<file path="src/fst_pkg.sv">
package fst_pkg;

  localparam int LEN_BITS  = 32;
  localparam int IDX_BITS  = 16;
  localparam int NAME_BITS = 8;
  localparam int CHNK_BITS = 16;
  localparam int CFG_BITS  = 16;

  localparam logic [LEN_BITS-1:0] LEN_MAX = {LEN_BITS{1'b1}};
  localparam logic [IDX_BITS-1:0] IDX_MAX = {IDX_BITS{1'b1}};

  localparam logic [7:0] CH_SEMI  = 8'h3B;
  localparam logic [7:0] CH_GT    = 8'h3E;
  localparam logic [7:0] CH_NL    = 8'h0A;
  localparam logic [7:0] CH_SPACE = 8'h20;
  localparam logic [7:0] CH_TAB   = 8'h09;
  localparam logic [7:0] CH_LO_A  = 8'h61;
  localparam logic [7:0] CH_LO_Z  = 8'h7A;
  localparam logic [7:0] CH_UP_A  = 8'h41;

  localparam logic [NAME_BITS-1:0] NAME_LEN_RST = 8'd255;
  localparam logic [CHNK_BITS-1:0] CHUNK_RST    = 16'd65535;

  typedef enum logic {
    KIND_DATA = 1'b0,
    KIND_EOI  = 1'b1
  } in_kind_t;

  typedef enum logic {
    REG_MAX_NAME_LEN = 1'b0,
    REG_CHUNK_SIZE   = 1'b1
  } cfg_reg_t;

  typedef enum logic [2:0] {
    PH_LINE    = 3'd0,
    PH_COMMENT = 3'd1,
    PH_PRE     = 3'd2,
    PH_NAME    = 3'd3,
    PH_REST    = 3'd4,
    PH_SEQ     = 3'd5,
    PH_ERR     = 3'd6
  } phase_t;

  typedef enum logic [2:0] {
    RK_NAME     = 3'd0,
    RK_NAME_END = 3'd1,
    RK_BASE     = 3'd2,
    RK_REC_END  = 3'd3,
    RK_ERROR    = 3'd4
  } res_kind_t;

  typedef enum logic [1:0] {
    ERR_EMPTY_REC = 2'd0,
    ERR_NAME_LONG = 2'd1,
    ERR_NO_NAME   = 2'd2,
    ERR_NO_HEADER = 2'd3
  } err_code_t;

endpackage

</file>
<file path="src/fst_if.sv">
interface fst_in_if;
  logic             valid;
  logic             ready;
  fst_pkg::in_kind_t kind;
  logic [7:0]       data_byte;

  modport source (output valid, kind, data_byte, input ready);
  modport sink   (input valid, kind, data_byte, output ready);
endinterface

interface fst_out_if;
  logic                          valid;
  logic                          ready;
  fst_pkg::res_kind_t            result_kind;
  logic [7:0]                    out_byte;
  logic [fst_pkg::IDX_BITS-1:0]  record_index;
  logic [fst_pkg::LEN_BITS-1:0]  record_length;
  logic                          chunk_end;
  fst_pkg::err_code_t            error_code;

  modport source (output valid, result_kind, out_byte, record_index, record_length,
                  chunk_end, error_code, input ready);
  modport sink   (input valid, result_kind, out_byte, record_index, record_length,
                  chunk_end, error_code, output ready);
endinterface

interface fst_cfg_if;
  logic                          valid;
  logic                          ready;
  fst_pkg::cfg_reg_t             reg_index;
  logic [fst_pkg::CFG_BITS-1:0]  wdata;

  modport source (output valid, reg_index, wdata, input ready);
  modport sink   (input valid, reg_index, wdata, output ready);
endinterface

</file>
<file path="src/fasta_stream_tokenizer_core.sv">
// Channel   Dir  Payload                                                  Handshake
// in_ch     in   kind, data_byte                                          valid/ready
// out_ch    out  result_kind, out_byte, record_index, record_length,      valid/ready
//                chunk_end, error_code
// cfg_ch    in   reg_index, wdata                                         valid/ready (ready=1)
//
// One byte or end-of-input transfer per cycle while out_ch is not stalled; each
// transfer gives at most one result, via input stage register, then parse logic
// into the result register. rst_n is synchronous, active low: parse state goes to
// line start, counters clear, registers take their reset values. A stalled result
// holds the result register; the input stage keeps taking a transfer whenever the
// parse step can retire, so stalls cost nothing while out_ch.ready is high.
module fasta_stream_tokenizer_core (
  input  logic clk,
  input  logic rst_n,
  fst_in_if.sink    in_ch,
  fst_out_if.source out_ch,
  fst_cfg_if.sink   cfg_ch
);
  import fst_pkg::*;

  // configuration
  logic [NAME_BITS-1:0] max_name_r;
  logic [CHNK_BITS-1:0] chunk_size_r;

  // input stage
  logic       stg_valid_r;
  in_kind_t   stg_kind_r;
  logic [7:0] stg_byte_r;

  // parse state
  phase_t               phase_r, phase_nxt;
  logic                 rec_open_r, rec_open_nxt;
  logic [LEN_BITS-1:0]  base_cnt_r, base_cnt_nxt;
  logic [NAME_BITS-1:0] name_cnt_r, name_cnt_nxt;
  logic [CHNK_BITS-1:0] chunk_cnt_r, chunk_cnt_nxt;
  logic [IDX_BITS-1:0]  rec_cnt_r, rec_cnt_nxt;

  // result register
  logic                 out_valid_r;
  res_kind_t            res_kind_r;
  logic [7:0]           res_byte_r;
  logic [IDX_BITS-1:0]  res_index_r;
  logic [LEN_BITS-1:0]  res_len_r;
  logic                 res_cend_r;
  err_code_t            res_err_r;

  // parse step results
  logic       res_emit;
  res_kind_t  res_kind;
  logic [7:0] res_byte;
  logic       res_cend;
  err_code_t  res_err;

  logic       out_free, stg_fire, is_eoi, is_blank, is_nl, rec_empty, hdr_start;
  logic [7:0] up_byte;
  logic [CHNK_BITS:0] chunk_inc;

  assign out_free = !out_valid_r || out_ch.ready;
  assign stg_fire = stg_valid_r && out_free;
  assign in_ch.ready  = !stg_valid_r || stg_fire;
  assign cfg_ch.ready = 1'b1;

  assign is_eoi    = (stg_kind_r == KIND_EOI);
  assign is_blank  = (stg_byte_r == CH_SPACE) || (stg_byte_r == CH_TAB);
  assign is_nl     = (stg_byte_r == CH_NL);
  assign rec_empty = (base_cnt_r == '0);
  assign up_byte   = ((stg_byte_r >= CH_LO_A) && (stg_byte_r <= CH_LO_Z)) ?
                     (stg_byte_r - CH_LO_A + CH_UP_A) : stg_byte_r;
  assign chunk_inc = {1'b0, chunk_cnt_r} + {{CHNK_BITS{1'b0}}, 1'b1};
  // a '>' at line start opens a new header unless the open record is empty
  assign hdr_start = !is_eoi && (phase_r == PH_LINE) && (stg_byte_r == CH_GT) &&
                     !(rec_open_r && rec_empty);

  always_ff @(posedge clk) begin
    if (!rst_n) begin
      max_name_r   <= NAME_LEN_RST;
      chunk_size_r <= CHUNK_RST;
    end else if (cfg_ch.valid) begin
      unique case (cfg_ch.reg_index)
        REG_MAX_NAME_LEN: max_name_r   <= cfg_ch.wdata[NAME_BITS-1:0];
        REG_CHUNK_SIZE:   chunk_size_r <= cfg_ch.wdata[CHNK_BITS-1:0];
        default: ;
      endcase
    end
  end

  always_ff @(posedge clk) begin
    if (!rst_n) begin
      stg_valid_r <= 1'b0;
    end else if (in_ch.ready) begin
      stg_valid_r <= in_ch.valid;
    end
  end

  always_ff @(posedge clk) begin
    if (in_ch.valid && in_ch.ready) begin
      stg_kind_r <= in_ch.kind;
      stg_byte_r <= in_ch.data_byte;
    end
  end

  // next parse phase
  always_comb begin
    phase_nxt = phase_r;
    if (is_eoi) begin
      phase_nxt = PH_LINE;
    end else begin
      unique case (phase_r)
        PH_LINE: begin
          priority if (is_blank || is_nl)     phase_nxt = PH_LINE;
          else if (stg_byte_r == CH_SEMI)     phase_nxt = PH_COMMENT;
          else if (stg_byte_r == CH_GT)       phase_nxt = hdr_start ? PH_PRE : PH_ERR;
          else if (!rec_open_r)               phase_nxt = PH_ERR;
          else                                phase_nxt = PH_SEQ;
        end
        PH_COMMENT, PH_REST: begin
          if (is_nl) phase_nxt = PH_LINE;
        end
        PH_PRE: begin
          priority if (is_blank) phase_nxt = PH_PRE;
          else if (is_nl)        phase_nxt = PH_ERR;
          else                   phase_nxt = PH_NAME;
        end
        PH_NAME: begin
          priority if (is_nl)                 phase_nxt = PH_LINE;
          else if (is_blank)                  phase_nxt = PH_REST;
          else if (name_cnt_r >= max_name_r)  phase_nxt = PH_ERR;
          else                                phase_nxt = PH_NAME;
        end
        PH_SEQ: begin
          if (is_nl) phase_nxt = PH_LINE;
        end
        default: phase_nxt = phase_r;
      endcase
    end
  end

  // result of the parse step
  always_comb begin
    res_emit = 1'b0;
    res_kind = RK_NAME;
    res_byte = '0;
    res_cend = 1'b0;
    res_err  = ERR_EMPTY_REC;
    if (is_eoi) begin
      priority if (phase_r == PH_ERR) begin
        res_emit = 1'b0;
      end else if ((phase_r == PH_PRE) || (phase_r == PH_NAME) || (phase_r == PH_REST) ||
                   (rec_open_r && rec_empty)) begin
        res_emit = 1'b1;
        res_kind = RK_ERROR;
      end else if (rec_open_r) begin
        res_emit = 1'b1;
        res_kind = RK_REC_END;
      end else begin
        res_emit = 1'b0;
      end
    end else begin
      unique case (phase_r)
        PH_LINE: begin
          priority if (is_blank || is_nl || (stg_byte_r == CH_SEMI)) begin
            res_emit = 1'b0;
          end else if (stg_byte_r == CH_GT) begin
            res_emit = rec_open_r;
            res_kind = hdr_start ? RK_REC_END : RK_ERROR;
          end else if (!rec_open_r) begin
            res_emit = 1'b1;
            res_kind = RK_ERROR;
            res_err  = ERR_NO_HEADER;
          end else begin
            res_emit = 1'b1;
            res_kind = RK_BASE;
            res_byte = up_byte;
            res_cend = (chunk_inc >= {1'b0, chunk_size_r});
          end
        end
        PH_PRE: begin
          priority if (is_blank) begin
            res_emit = 1'b0;
          end else if (is_nl) begin
            res_emit = 1'b1;
            res_kind = RK_ERROR;
            res_err  = ERR_NO_NAME;
          end else begin
            res_emit = 1'b1;
            res_kind = RK_NAME;
            res_byte = stg_byte_r;
          end
        end
        PH_NAME: begin
          priority if (is_nl || is_blank) begin
            res_emit = 1'b1;
            res_kind = RK_NAME_END;
          end else if (name_cnt_r >= max_name_r) begin
            res_emit = 1'b1;
            res_kind = RK_ERROR;
            res_err  = ERR_NAME_LONG;
          end else begin
            res_emit = 1'b1;
            res_kind = RK_NAME;
            res_byte = stg_byte_r;
          end
        end
        PH_SEQ: begin
          if (!is_nl) begin
            res_emit = 1'b1;
            res_kind = RK_BASE;
            res_byte = up_byte;
            res_cend = (chunk_inc >= {1'b0, chunk_size_r});
          end
        end
        default: res_emit = 1'b0;
      endcase
    end
  end

  // counters and record flag
  always_comb begin
    rec_open_nxt  = rec_open_r;
    base_cnt_nxt  = base_cnt_r;
    name_cnt_nxt  = name_cnt_r;
    chunk_cnt_nxt = chunk_cnt_r;
    rec_cnt_nxt   = rec_cnt_r;
    if (res_emit && (res_kind == RK_REC_END) && (rec_cnt_r != IDX_MAX)) begin
      rec_cnt_nxt = rec_cnt_r + 1'b1;
    end
    if (is_eoi) begin
      rec_open_nxt  = 1'b0;
      base_cnt_nxt  = '0;
      name_cnt_nxt  = '0;
      chunk_cnt_nxt = '0;
    end else if (hdr_start) begin
      rec_open_nxt  = 1'b1;
      base_cnt_nxt  = '0;
      name_cnt_nxt  = '0;
      chunk_cnt_nxt = '0;
    end else if (res_emit && (res_kind == RK_BASE)) begin
      if (base_cnt_r != LEN_MAX) base_cnt_nxt = base_cnt_r + 1'b1;
      chunk_cnt_nxt = res_cend ? '0 : chunk_inc[CHNK_BITS-1:0];
    end else if (res_emit && (res_kind == RK_NAME)) begin
      name_cnt_nxt = (phase_r == PH_PRE) ? NAME_BITS'(1) : (name_cnt_r + 1'b1);
    end
  end

  always_ff @(posedge clk) begin
    if (!rst_n) begin
      phase_r     <= PH_LINE;
      rec_open_r  <= 1'b0;
      base_cnt_r  <= '0;
      name_cnt_r  <= '0;
      chunk_cnt_r <= '0;
      rec_cnt_r   <= '0;
    end else if (stg_fire) begin
      phase_r     <= phase_nxt;
      rec_open_r  <= rec_open_nxt;
      base_cnt_r  <= base_cnt_nxt;
      name_cnt_r  <= name_cnt_nxt;
      chunk_cnt_r <= chunk_cnt_nxt;
      rec_cnt_r   <= rec_cnt_nxt;
    end
  end

  // result register: load on a step with a result, drop once transferred
  always_ff @(posedge clk) begin
    if (!rst_n) begin
      out_valid_r <= 1'b0;
    end else if (stg_fire && res_emit) begin
      out_valid_r <= 1'b1;
    end else if (out_ch.ready) begin
      out_valid_r <= 1'b0;
    end
  end

  always_ff @(posedge clk) begin
    if (stg_fire && res_emit) begin
      res_kind_r  <= res_kind;
      res_byte_r  <= res_byte;
      res_index_r <= rec_cnt_r;
      res_len_r   <= (res_kind == RK_REC_END) ? base_cnt_r : '0;
      res_cend_r  <= res_cend;
      res_err_r   <= res_err;
    end
  end

  assign out_ch.valid         = out_valid_r;
  assign out_ch.result_kind   = res_kind_r;
  assign out_ch.out_byte      = res_byte_r;
  assign out_ch.record_index  = res_index_r;
  assign out_ch.record_length = res_len_r;
  assign out_ch.chunk_end     = res_cend_r;
  assign out_ch.error_code    = res_err_r;

  a_closed_no_bases: assert property (@(posedge clk) disable iff (!rst_n)
    !rec_open_r |-> (base_cnt_r == '0))
    else $error("bases counted with no record open");

  a_header_open: assert property (@(posedge clk) disable iff (!rst_n)
    ((phase_r == PH_PRE) || (phase_r == PH_NAME) || (phase_r == PH_REST)) |-> rec_open_r)
    else $error("header phase without an open record");

  a_name_counted: assert property (@(posedge clk) disable iff (!rst_n)
    (phase_r == PH_NAME) |-> (name_cnt_r != '0))
    else $error("in name with zero name count");

  a_rec_end_len: assert property (@(posedge clk) disable iff (!rst_n)
    (out_valid_r && (res_kind_r == RK_REC_END)) |-> (res_len_r != '0))
    else $error("record end with zero length");

endmodule

</file>
<file path="src/flat_wrapper.sv">
// flat-port wrapper written by rule: the top's interface ports become plain ports
module fasta_stream_tokenizer_core_flat import fst_pkg::*;
  (clk, rst_n, in_ch_valid, in_ch_kind, in_ch_data_byte, in_ch_ready, out_ch_valid, out_ch_result_kind, out_ch_out_byte, out_ch_record_index, out_ch_record_length, out_ch_chunk_end, out_ch_error_code, out_ch_ready, cfg_ch_valid, cfg_ch_reg_index, cfg_ch_wdata, cfg_ch_ready);
  fst_in_if in_ch_i ();
  fst_out_if out_ch_i ();
  fst_cfg_if cfg_ch_i ();
  input  logic clk;
  input  logic rst_n;
  input wire logic [$bits(in_ch_i.valid)-1:0] in_ch_valid;
  input wire logic [$bits(in_ch_i.kind)-1:0] in_ch_kind;
  input wire logic [$bits(in_ch_i.data_byte)-1:0] in_ch_data_byte;
  output wire logic [$bits(in_ch_i.ready)-1:0] in_ch_ready;
  output wire logic [$bits(out_ch_i.valid)-1:0] out_ch_valid;
  output wire logic [$bits(out_ch_i.result_kind)-1:0] out_ch_result_kind;
  output wire logic [$bits(out_ch_i.out_byte)-1:0] out_ch_out_byte;
  output wire logic [$bits(out_ch_i.record_index)-1:0] out_ch_record_index;
  output wire logic [$bits(out_ch_i.record_length)-1:0] out_ch_record_length;
  output wire logic [$bits(out_ch_i.chunk_end)-1:0] out_ch_chunk_end;
  output wire logic [$bits(out_ch_i.error_code)-1:0] out_ch_error_code;
  input wire logic [$bits(out_ch_i.ready)-1:0] out_ch_ready;
  input wire logic [$bits(cfg_ch_i.valid)-1:0] cfg_ch_valid;
  input wire logic [$bits(cfg_ch_i.reg_index)-1:0] cfg_ch_reg_index;
  input wire logic [$bits(cfg_ch_i.wdata)-1:0] cfg_ch_wdata;
  output wire logic [$bits(cfg_ch_i.ready)-1:0] cfg_ch_ready;
  assign in_ch_i.valid = in_ch_valid;
  assign in_ch_i.kind = in_ch_kind;
  assign in_ch_i.data_byte = in_ch_data_byte;
  assign in_ch_ready = in_ch_i.ready;
  assign out_ch_valid = out_ch_i.valid;
  assign out_ch_result_kind = out_ch_i.result_kind;
  assign out_ch_out_byte = out_ch_i.out_byte;
  assign out_ch_record_index = out_ch_i.record_index;
  assign out_ch_record_length = out_ch_i.record_length;
  assign out_ch_chunk_end = out_ch_i.chunk_end;
  assign out_ch_error_code = out_ch_i.error_code;
  assign out_ch_i.ready = out_ch_ready;
  assign cfg_ch_i.valid = cfg_ch_valid;
  assign cfg_ch_i.reg_index = cfg_ch_reg_index;
  assign cfg_ch_i.wdata = cfg_ch_wdata;
  assign cfg_ch_ready = cfg_ch_i.ready;
  fasta_stream_tokenizer_core u_core (.clk(clk), .rst_n(rst_n), .in_ch(in_ch_i), .out_ch(out_ch_i), .cfg_ch(cfg_ch_i));
endmodule
</file>
<file path="config.mk">
export PLATFORM = sky130hd
export DESIGN_NAME = fasta_stream_tokenizer_core_flat
export DESIGN_NICKNAME = d
export VERILOG_FILES = /design/src/fst_pkg.sv /design/src/fst_if.sv /design/src/fasta_stream_tokenizer_core.sv /design/src/flat_wrapper.sv
export SDC_FILE = /design/constraint.sdc
export NUM_CORES = 1
export LEC_CHECK = 0
export ABC_AREA = 0
export ABC_CLOCK_PERIOD_IN_PS = 11100
export BUFFER_PORTS_ARGS = -buffer_cell sky130_fd_sc_hd__buf_2
export CORE_MARGIN = 2
export CORE_UTILIZATION = 40
export DETAILED_ROUTE_END_ITERATION = 12
export GPL_TIMING_DRIVEN = 0
export PLACE_DENSITY = 0.64
export SLEW_MARGIN = 20
export SYNTH_ARGS = -nofsm -noshare
export SYNTH_HDL_FRONTEND = slang
export SYNTH_SLANG_ARGS = --single-unit
export TNS_END_PERCENT = 5
</file>
<file path="constraint.sdc">
create_clock -name clk -period 11.1 [get_ports clk]
set_clock_uncertainty 0.2 [all_clocks]
set_input_delay 2.22 -clock clk [delete_from_list [all_inputs] [get_ports clk]]
set_output_delay 2.22 -clock clk [all_outputs]
set_load 0.1 [all_outputs]
</file>
* Yosys cells after proc, flatten, opt, wreduce, memory -nomap -nowiden
Cells that the tools add are included.
** Storage, ports and cells
- Word-level logic and storage cells :: 165
- Register bits after elaboration :: 173
- Bits of input ports :: 31
** Cells by class
- $lt $le $gt $ge :: 4
- Reductions and logical operators :: 42
- Mux-type cells :: 77
- Add/sub/neg operators :: 6
- Bitwise operators :: 1
- Equal/unequal tests :: 17
** Operators by type and width (number)
- $mux 32 :: 4
- $mux 8 :: 14
- $mux 3 :: 22
- $mux 16 :: 4
- $add 32x1->32 const B :: 1
- $logic_not 32->1 :: 1
- $ne 32x32->1 const B :: 1
- $pmux 8 s4 :: 1
- $eq 8x6->1 const B :: 3
- $pmux 3 s4 :: 2
- $mux 1 :: 18
- $mux 2 :: 9
- $add 16x1->17 const B :: 1
- $ge 17x16->1 :: 1
- $add 16x1->16 const B :: 1
- $eq 8x4->1 const B :: 2
- $ne 16x16->1 const B :: 1
- $eq 3x2->1 const B :: 4
- $logic_and 1x1->1 :: 12
- $reduce_and 2->1 :: 5
- $eq 3x3->1 const B :: 3
- $reduce_and 3->1 :: 3
- $reduce_bool 3->1 :: 3
- $add 8x1->8 const B :: 1
- other kinds (17) :: 30

* Logic depth before layout (Yosys ltp)
- Depth after elaboration :: 15
- Depth in mapped cells :: 16

* Least setup slack after synthesis
Ideal clock, no wire load.
- Path type :: input -> output
- From :: input out_ch_ready
- To :: output in_ch_ready
- Data required time :: 8.680 ns
- Slack :: 5.639 ns
- Data arrival time :: 3.042 ns
- Cell stages on the path :: 1
- Cells stage by stage :: nand3b_1
** On the way
- Longest elaborated chain between the ends :: 3
** Ends and longest elaborated chain
- start, declared :: line flat_wrapper.sv:20 : input wire logic [$bits(out_ch_i.ready)-1:0] out_ch_ready;
- $logic_or 1x1->1 :: line fasta_stream_tokenizer_core.sv:59 : assign out_free = !out_valid_r || out_ch.ready;
- $logic_and 1x1->1 :: line fasta_stream_tokenizer_core.sv:60 : assign stg_fire = stg_valid_r && out_free;
- $logic_or 1x1->1 :: line fasta_stream_tokenizer_core.sv:61 : assign in_ch.ready = !stg_valid_r || stg_fire;
- end, declared :: line flat_wrapper.sv:12 : output wire logic [$bits(in_ch_i.ready)-1:0] in_ch_ready;
Every way passes these cells.

* Worst setup path in the final report
Same ends and word-level chain as after synthesis.

==> run_results.csv <==
group,metric,value,unit
die,die_area,0.02270,mm2
routing,routedWlPerCell,15.23,um
pwr,swShare,27.44,%
pwr,ir_worst_vdd,92.90,uV
sta,setup_viol,0,
routing,drc_errors,0,
final_layout,fill_cells,2047,
setup_path,worst_path_largest_cell_delay,440,ps
sta,finalHoldViolCount,0,
setup_path,rr_worst_depth,16,
clocking,clkTransAtPathRegs,80,ps
routing,ant_nets,0,
global_routing,grt_util_met3,4.212,%
global_routing,use_met1,24.40,%
placement,place_hpwl,14450,um
global_routing,grt_pass1_wl,32260,um
yosys,synth.top_cell.area_share,24.77,%
pwr,p_per_area,140.9,mW/mm2
setup_path,r2r_end,"u_core.chunk_cnt_r[2]",
die,start_util,40.81,%
die,fp-row-count,53,
min_path,hold_depth,0,
clocking,cts.repair.resized,0,
pwr,pwr-share-seq,47.9,%
clocking,cts-root-buf,"clkbuf_16",
setup_path,startpoint_type,"primary input",
global_routing,grt_max_degree,31,
yosys,ys_seq_area_share,48.50,%
pwr,pwr-share-comb,8.8,%
yosys,yosysTopAreaCell,"edfxtp_1",
setup_path,path_cells,"buf_2 > nand3b_1 > buf_2",
yosys,synth.avg_cell_area,9.488,um2
routing,viasPerCell,5.344,
global_routing,gr-total-overflow,0,
final_layout,final_util,47.87,%
yosys,synth_area,0.008606,mm2
placement,globalplace.congestion,0.9013,
min_path,min_path_type,"flip-flop to flip-flop",
setup_path,crit_family,"buffers and inverters",
setup_path,cp.required,8680,ps
clocking,cts_inserted_buffers,17,
yosys,synth_edf_count,71,
clocking,tritoncts,"done",
setup_path,r2r-start,"u_core.chunk_cnt_r[0]",
clocking,cts-hold-fix-buffers,0,
die,core_area,0.02109,mm2
yosys,synth_nets,968,
sta,slew_headroom,30.89,%
sta,holdWs,287.1,ps
setup_path,cp_data_arrival_time,2890,ps
yosys,synth_cell_types,77,
clocking,cts_setup_buffers,0,
global_routing,antenna_found_initial,0,
routing,via_count,7001,
setup_path,critPathLaunch,"out_ch_ready",
sta,setup_tns,0,ps
sta,fmax,188.5,MHz
setup_path,cp_slowest_cell,"buf_2",
die,io-pin-count,96,
setup_path,cp.depth,3,
routing,drt_iter0_markers,480,
yosys,yosysWarnings,0,
clocking,clk_latency,440,ps
global_routing,track_usage,18.07,%
die,die_y,150.7,um
final_layout,syn_to_final_growth,17.30,%
placement,io_buffers,94,
pwr,power.leakage,4.141,nW
clocking,clockBufferDepth,2,
setup_path,cpMostUsedCell,"buf_2",
setup_path,worst-path-buf-inv,2,
global_routing,met2_usage,28.57,%
setup_path,r2r_slack,6620,ps
final_layout,n_antenna_cell,0,
setup_path,endpoint_kind,"output port",
clocking,cts-htree-levels,4,
yosys,ys_seq_elements,173,
global_routing,grt_pass1_vias,6464,
yosys,synth_ff_type,"dfxtp_1",
routing,drt-total-wl,19950,um
setup_path,critPathKind,"primary input to output port",
sta,maxSlewViolCount,0,
final_layout,drive_gt1_share,15.65,%
job,cap_violations,0,
setup_path,crit_end,"in_ch_ready",
yosys,async_flop_share,0,%
final_layout,fin_nets,1083,
outcome,status,"finished clean",
clocking,clock-sinks,173,
sta,rsz0062_at_grt,"false",
sta,post-route-period-util,47.80,%
pwr,p_clk_share,43.3,%
pwr,intPower,1.032,mW
sta,final.min_clock_period,5306,ps
sta,worstMarginPinSlew,1033,ps
routing,firstDrtPassIters,5,
pwr,power,1.422,mW
yosys,syn_inst,907,
die,die_w,150.7,um
setup_path,path_max_fanout,3,
yosys,synth_area_leaders,"edfxtp_1 (25%), dfxtp_1 (24%), ha_1 (4.4%)",
pwr,power.switching,0.3902,mW
global_routing,busiest_layer,"met2",
==> registers in the layout, summed over array words and instances, names as in the netlist <==
| signal | count |
|---|---|
| u_core.out_ch.record_index | 16 |
| u_core.out_ch.record_length | 32 |
| u_core.out_ch.error_code | 2 |
| u_core.phase_r | 3 |
| u_core.out_ch.out_byte | 8 |
| u_core.max_name_r | 8 |
| u_core.name_cnt_r | 8 |
| u_core.chunk_size_r | 16 |
| u_core.out_ch.chunk_end | 1 |
| u_core.base_cnt_r | 32 |
| u_core.chunk_cnt_r | 16 |
| u_core.is_eoi | 1 |
| u_core.out_ch.result_kind | 3 |
| u_core.stg_valid_r | 1 |
| u_core.rec_cnt_r | 16 |
| u_core.rec_open_r | 1 |
| u_core.stg_byte_r | 8 |
| u_core.out_ch.valid | 1 |
==> cells by family after synthesis <==
family,share of synthesized area (%)
AOI/OAI and AO/OA,15.69
and+or+nand+nor,23.66
muxes,0.3635
xor gates and xnor gates,3.257
adders and majority gates,4.362
buffers and inverters,4.129
DFF,48.50
other,0.04358
==> routing by layer <==
layer / vias to the layer above / routed length (um)
met4: 0 / 351
met1: 3280 / 9368
li1: 3521 / -
met2: 172 / 9220
met3: 28 / 1010
met5: - / 0
==> placed cells by master, fill, tap and decap left out, types with 6 or more instances in the layout <==
cell type / synthesis / final
a21o_1: 10 / 10
a21oi_1: 36 / 36
a31oi_1: 8 / 8
and2_1: 46 / 46
and3_1: 22 / 22
buf_2: 5 / 99
clkbuf_1: 28 / 28
clkbuf_16: 0 / 17
clkinv_8: 0 / 6
dfxtp_1: 102 / 102
edfxtp_1: 71 / 71
ha_1: 30 / 30
inv_1: 45 / 45
nand2_1: 84 / 84
nand2b_1: 10 / 10
nand3_1: 50 / 50
nand4_1: 13 / 13
nor2_1: 70 / 70
nor2b_1: 6 / 6
nor3_1: 19 / 19
nor4_1: 17 / 17
o211ai_1: 29 / 29
o21ai_0: 53 / 53
o21bai_1: 7 / 7
o31ai_1: 14 / 14
or3_1: 10 / 10
or4_1: 6 / 6
xnor2_1: 19 / 19
xor2_1: 13 / 13
==> per-stage QoR <==
stage	cell area (um2)	cells	setup WS [ps]
after CTS	10090	1310	5792
after global routing	10090	1310	5770
final	10090	1310	5794
after floorplan	8606	907	5639
after detailed placement	9468	1278	5793
after global placement	9420	1276	5349
==> synth_stat cells, drive strengths merged, types with 19 or more instances <==
cell,instances
inv,45
xnor2,19
nand3,52
nor2,70
edfxtp,71
dfxtp,102
nand2,84
and2,47
a21oi,38
ha,30
o211ai,29
o21ai,55
and3,22
clkbuf,28
nor3,19
==> worst min-delay path by stage <==
stage                               startpoint                              to  slack (ps)
after floorplan           u_core.rec_cnt_r[10]  u_core.out_ch.record_index[10]         240
after global placement    u_core.rec_cnt_r[10]  u_core.out_ch.record_index[10]         270
after detailed placement  u_core.rec_cnt_r[10]  u_core.out_ch.record_index[10]         270
after CTS                  u_core.rec_cnt_r[6]   u_core.out_ch.record_index[6]         290
after global routing       u_core.rec_cnt_r[6]   u_core.out_ch.record_index[6]         300
final                     u_core.rec_cnt_r[10]  u_core.out_ch.record_index[10]         290
==> layout make-up <==
type                    instances  area, um2  share of cell area [%]
clock buffers                  17      425.4                   4.214
inverters                      46      172.7                   1.710
plain buffers                  39      182.7                   1.810
repair buffers                 96      518.0                   5.131
well taps                     275      344.1                   3.409
flip-flops and latches        173       4174                   41.35
clock inverters                15      201.4                   1.996
multi-input cells             649       4076                   40.38
==> power by group through the flow <==
stage | sequential [mW] | combinational, mW | clock [mW]
after global routing | 0.683 | 0.135 | 0.656
after detailed placement | 0.696 | 0.124 | 0
after floorplan | 0.732 | 0.0555 | 0
after CTS | 0.681 | 0.125 | 0.628
after global placement | 0.696 | 0.121 | 0
final | 0.681 | 0.125 | 0.616
Power figures use the tool's default switching activity.
